[src/design/assert_macros.svh]
// assertion macros used by the top-level rtl file
// no dependencies; each macro expands to one labelled concurrent assertion
`ifndef ASSERT_MACROS_SVH
`define ASSERT_MACROS_SVH

// antecedent implies consequent in the same cycle
`define ASSERT_SAME(label, clk, rst_n, ante, cons) \
  label: assert property (@(posedge clk) disable iff (!rst_n) (ante) |-> (cons)) \
    else $error("assertion failed");

// antecedent implies consequent in the following cycle
`define ASSERT_NEXT(label, clk, rst_n, ante, cons) \
  label: assert property (@(posedge clk) disable iff (!rst_n) (ante) |=> (cons)) \
    else $error("assertion failed");

`endif

[src/design/mva_pkg.sv]
// shared types, codes and sizes of the matrix-vector accumulate block
// no dependencies
package mva_pkg;

  localparam int ROWS   = 1024;
  localparam int ROW_W  = 10;
  localparam int ACC_W  = 48;
  localparam int VAL_W  = 32;
  localparam int ADDR_W = (ROWS > 1) ? (($clog2(ROWS) > ROW_W) ? ROW_W : $clog2(ROWS)) : 1;

  localparam logic [1:0] MODE_ACC  = 2'd0;
  localparam logic [1:0] MODE_READ = 2'd1;
  localparam logic [1:0] MODE_LOAD = 2'd2;

  localparam logic signed [ACC_W-1:0] ACC_MAX = {1'b0, {(ACC_W-1){1'b1}}};
  localparam logic signed [ACC_W-1:0] ACC_MIN = {1'b1, {(ACC_W-1){1'b0}}};

  typedef struct packed {
    logic [1:0]              mode;
    logic [ROW_W-1:0]        row;
    logic signed [VAL_W-1:0] mat_value;
    logic signed [VAL_W-1:0] vec_value;
  } in_item_t;

  typedef struct packed {
    logic signed [ACC_W-1:0] result_value;
    logic                    saturated;
  } out_item_t;

  // controller to datapath
  typedef struct packed {
    logic in_load;
    logic rd_en;
    logic mul_en;
    logic wr_en;
    logic out_load;
  } cmd_t;

  // datapath to controller
  typedef struct packed {
    logic [1:0] mode;
    logic       row_ok;
    logic       out_free;
  } status_t;

endpackage

[src/design/mva_ctrl.sv]
// controller state machine: accept, fetch and multiply, then execute
// depends on mva_pkg for the command and status structs and mode codes
module mva_ctrl (
  input  logic             clk,
  input  logic             rst_n,
  input  logic             in_valid,
  output logic             in_stall,
  input  mva_pkg::status_t status,
  output mva_pkg::cmd_t    cmd
);

  localparam logic [1:0] S_IDLE  = 2'd0;
  localparam logic [1:0] S_FETCH = 2'd1;
  localparam logic [1:0] S_EXEC  = 2'd2;

  logic [1:0] state_r, state_nxt;
  logic       is_write, is_read;

  assign is_write = status.row_ok &&
                    (status.mode inside {mva_pkg::MODE_ACC, mva_pkg::MODE_LOAD});
  assign is_read  = status.row_ok && (status.mode == mva_pkg::MODE_READ);

  assign in_stall = (state_r != S_IDLE);

  // next state and commands
  always_comb begin
    state_nxt = state_r;
    cmd       = '0;
    case (state_r)
      S_IDLE: begin
        if (in_valid) begin
          cmd.in_load = 1'b1;
          state_nxt   = S_FETCH;
        end
      end
      S_FETCH: begin
        cmd.rd_en  = 1'b1;
        cmd.mul_en = 1'b1;
        state_nxt  = S_EXEC;
      end
      S_EXEC: begin
        if (is_read) begin
          if (status.out_free) begin
            cmd.out_load = 1'b1;
            state_nxt    = S_IDLE;
          end
        end else begin
          cmd.wr_en = is_write;
          state_nxt = S_IDLE;
        end
      end
      default: state_nxt = S_IDLE;
    endcase
  end

  always_ff @(posedge clk) begin
    if (!rst_n) begin
      state_r <= S_IDLE;
    end else begin
      state_r <= state_nxt;
    end
  end

endmodule

[config.mk]
export PLATFORM = sky130hd
export DESIGN_NAME = mva_ctrl
export DESIGN_NICKNAME = d
export VERILOG_FILES = /design/src/design/assert_macros.svh /design/src/design/mva_pkg.sv /design/src/design/mva_ctrl.sv
export SDC_FILE = /design/constraint.sdc
export NUM_CORES = 1
export LEC_CHECK = 0
export BUFFER_PORTS_ARGS = -buffer_cell sky130_fd_sc_hd__buf_2
export CORE_AREA = 8 8 45 47
export CTS_BUF_LIST = sky130_fd_sc_hd__clkbuf_4 sky130_fd_sc_hd__clkbuf_8
export DETAILED_ROUTE_END_ITERATION = 10
export DIE_AREA = 0 0 53 55
export RECOVER_POWER = 25
export SLEW_MARGIN = 20
export SYNTH_ARGS = -nofsm -noshare
export SYNTH_HDL_FRONTEND = slang
export SYNTH_SLANG_ARGS = --single-unit
[constraint.sdc]
create_clock -name clk -period 2 [get_ports clk]
set_input_delay 0.4 -clock clk [delete_from_list [all_inputs] [get_ports clk]]
set_output_delay 0.4 -clock clk [all_outputs]
set_load 0.01 [all_outputs]
==> results.txt <==
* Outcome: finished clean
- Setup bufs post-CTS: 0
- Compared with the post-synthesis result, the final layout area differs by 60.00%.
* DRC: 0
- Max stage delay on crit path: 0.31 ns
- STA puts the critical path data arrival time at 1.04 ns.
- Maximum count of clock buffers along a single path: 2
- The initial utilization of the core area, before any placement, comes to 0.09946.
* Summed area of non-filler cells in the final layout: 220.2 um^2
- Number of antenna repair diodes: 0
* Number of vias per cell: 3.581
* Leading cell types in the layout, fill and taps excluded: buf_2 (12), clkbuf_4 (3), nand3b_1 (2), nor2_1 (2), dfxtp_1 (2)
- Clock-pin slew was measured on the worst setup and hold paths at 0.03 ns.
- state_r holds more flip-flops than any other register.
- Overall power consumption after layout is estimated at 161.6 uW.
- Leading registers by flop count: state_r (2)
- Final hold violation count: 0
* Type of the tightest min-delay check: in2reg
- Of the total synthesized cell area, the portion taken by full adders, half adders and majority gates is 0.
* Min Clock Period, post-route: 1.440 ns
- Cell-by-cell listing of the critical path: nand3b_1, nor2_1, buf_2
- Critical-path cell with the highest stage delay: dfxtp_1
- Total via count after detailed routing: 154
- Via count of the first global-routing pass: 165
* Worst slew pin tran: 0.2172 ns
- Router iterations before antenna repair: 2
* Fraction of the yosys area taken by sequential cells: 0.2909
* Critical path data required time: 1.60 ns
- Max-cap violations in this run came to 0.
- The worst pin sits at a relative slew slack of 0.8549.
- Syn Std Cell Area: 137.6 um^2
- The share of synthesized area in the top cell type comes to 0.2909.
- TritonCTS built the clock tree.
- Area leader, netlist: dfxtp_1
- Die X-Extent: 53 um
- Category of cells accounting for the largest share of critical-path delay: simple AND/OR/NAND/NOR gates
- At the later pin of the worst-skew pair, clock insertion delay measures 0.23 ns.
- H-tree levels: 1
- Number of nets still failing antenna checks after routing: 0
- Entering global routing, the biggest net connects 5 pins.
- WL final: 443 um
- Synthesis instantiated 10 different standard cells from the library.
- The fraction of the mapped netlist area in compound gates was 0.1091.
- Worst hold margin: 0.4120 ns
* Total placed instance area: 202.7 um^2
- In the final routed layout, each cell accounts on average for 10.30 um.
* Height of the chip: 55 um
- Worst-path maximum fanout: 4
- Synthesis inferred 2 register bits.
- Number of flip-flops under the largest register name: 2
* Static Leak: 0.1075 nW
* GRT Overall Usage: 0.03712
- Fraction of final layout cells sized beyond drive strength 1: 0.6667
- The total overflow left after global routing is 0.
* Die area: 0.002915 mm^2
- Type of element launching the critical path: register
- Final-report setup violation count: 0
* Net Count, Synth: 21
- Together, buffers and inverters on the worst path number 1.
* Fraction of synthesized area in multiplexers: 0
- RePlAce Congestion: 0.6217
* Worst IR drop on VDD: 0.1534 mV
- The initial antenna violation count is 0.
- Leaving out fill and tap cells, the most frequent cell in the layout is buf_2.
- Clock sink count: 2
* Starting DRC count in detailed routing: 2
* Yosys warning total: 0
- The number of gates resized after CTS was 0.
- The first global-routing pass estimated 669 um of wire.
* Simple-Gate Fraction of Synth Area: 0.4909
- Core Box Area: 0.001384 mm^2
* Total number of nets in the final design: 36
- Io pins: 13
- Endpoint type of the worst setup path: primary output
- Clock tree root driver cell: clkbuf_4
* Kind of critical path: reg2out
- The count of final max-slew check failures was 0.
- Hold-fix buffer count after cts: 0
* Row Count: 14
- Setup repair after global routing left no endpoint under its margin.
- Dividing the synthesized area by the synthesized cell count gives 9.831 um^2.
- By area, the combinational part of the netlist is dominated by simple AND/OR/NAND/NOR gates.
- Dividing the final minimum period by the clock period gives 0.7200.
- Adding up every negative setup slack in the final design gives 0 ns.
- Reg2reg setup slack: 1.25 ns
* Port Buffers: 12
- Maximum operating frequency: 0.6944 GHz
- Counting the buffers created by CTS gives 3.
- Biggest area contributors in the synthesized netlist: dfxtp_1 (29%), buf_4 (11%), nand3b_1 (11%)
* Gate count after technology mapping: 14
- Post-synthesis share of cell area spent on xor and xnor gates: 0
* Setup clock skew after layout: 0.001215 ns
* Power per cell area: 733.9 mW/mm^2
power breakdown:
group	internal [mW]	total [mW]	switching, mW	leakage [nW]
clock network	0.0663	0.0908	0.0245	0.0138
registers	0.0424	0.0441	0.00173	0.0164
logic	0.0146	0.0267	0.0121	0.0773
synth_stat cells:
cell       n
nand4bb_1  1
or2_2      1
nand3b_1   2
buf_4      2
nor3b_2    1
nor2b_2    1
nor2_1     2
dfxtp_1    2
and2_1     1
o2bb2ai_2  1
final cells by class:
class                   count  area [um^2]
fillers                   159         1164
multi-input cells          10        77.57
repair buffers             12        60.06
flip-flops and latches      2        40.04
clock buffers               3        22.52
well taps                  16        20.02
logic make-up (layout without fill, tap and decap cells):
kind of cell	Yosys count	after routing
simple gates	9	9
flops	2	2
buf+inv	2	15
compound gates	1	1
final timing paths:
check	startpoint	endpoint	cells past startpoint
max	state_r[0]$_SDFFE_PN0P_	cmd[0]	3
max reg2reg	state_r[0]$_SDFFE_PN0P_	state_r[0]$_SDFFE_PN0P_	2
min	rst_n	state_r[1]$_SDFFE_PN0P_	2
min reg2reg	state_r[1]$_SDFFE_PN0P_	state_r[1]$_SDFFE_PN0P_	2
through the flow:
| stage | instances | worst slack, ns | util |
|---|---|---|---|
| detailed placement | 40 | 0.7117 | 0.1465 |
| global placement | 40 | 0.7431 | 0.1465 |
| floorplan | 14 | 0.8866 | - |
| finish | 43 | 0.5599 | 0.1591 |
| global route | 43 | 0.4758 | 0.1591 |
| CTS | 43 | 0.5309 | 0.1627 |
routing by layer:
| layer | GRT usage | wire (um) | vias up |
|---|---|---|---|
| li1 | - | - | 74 |
| met1 | 0.01970 | 137 | 68 |
| met2 | 0.05078 | 206 | 8 |
| met3 | 0.03743 | 77 | 4 |
| met4 | 0.06466 | 21 | 0 |
| met5 | 0 | 0 | - |
Power figures use the tool's default switching activity.
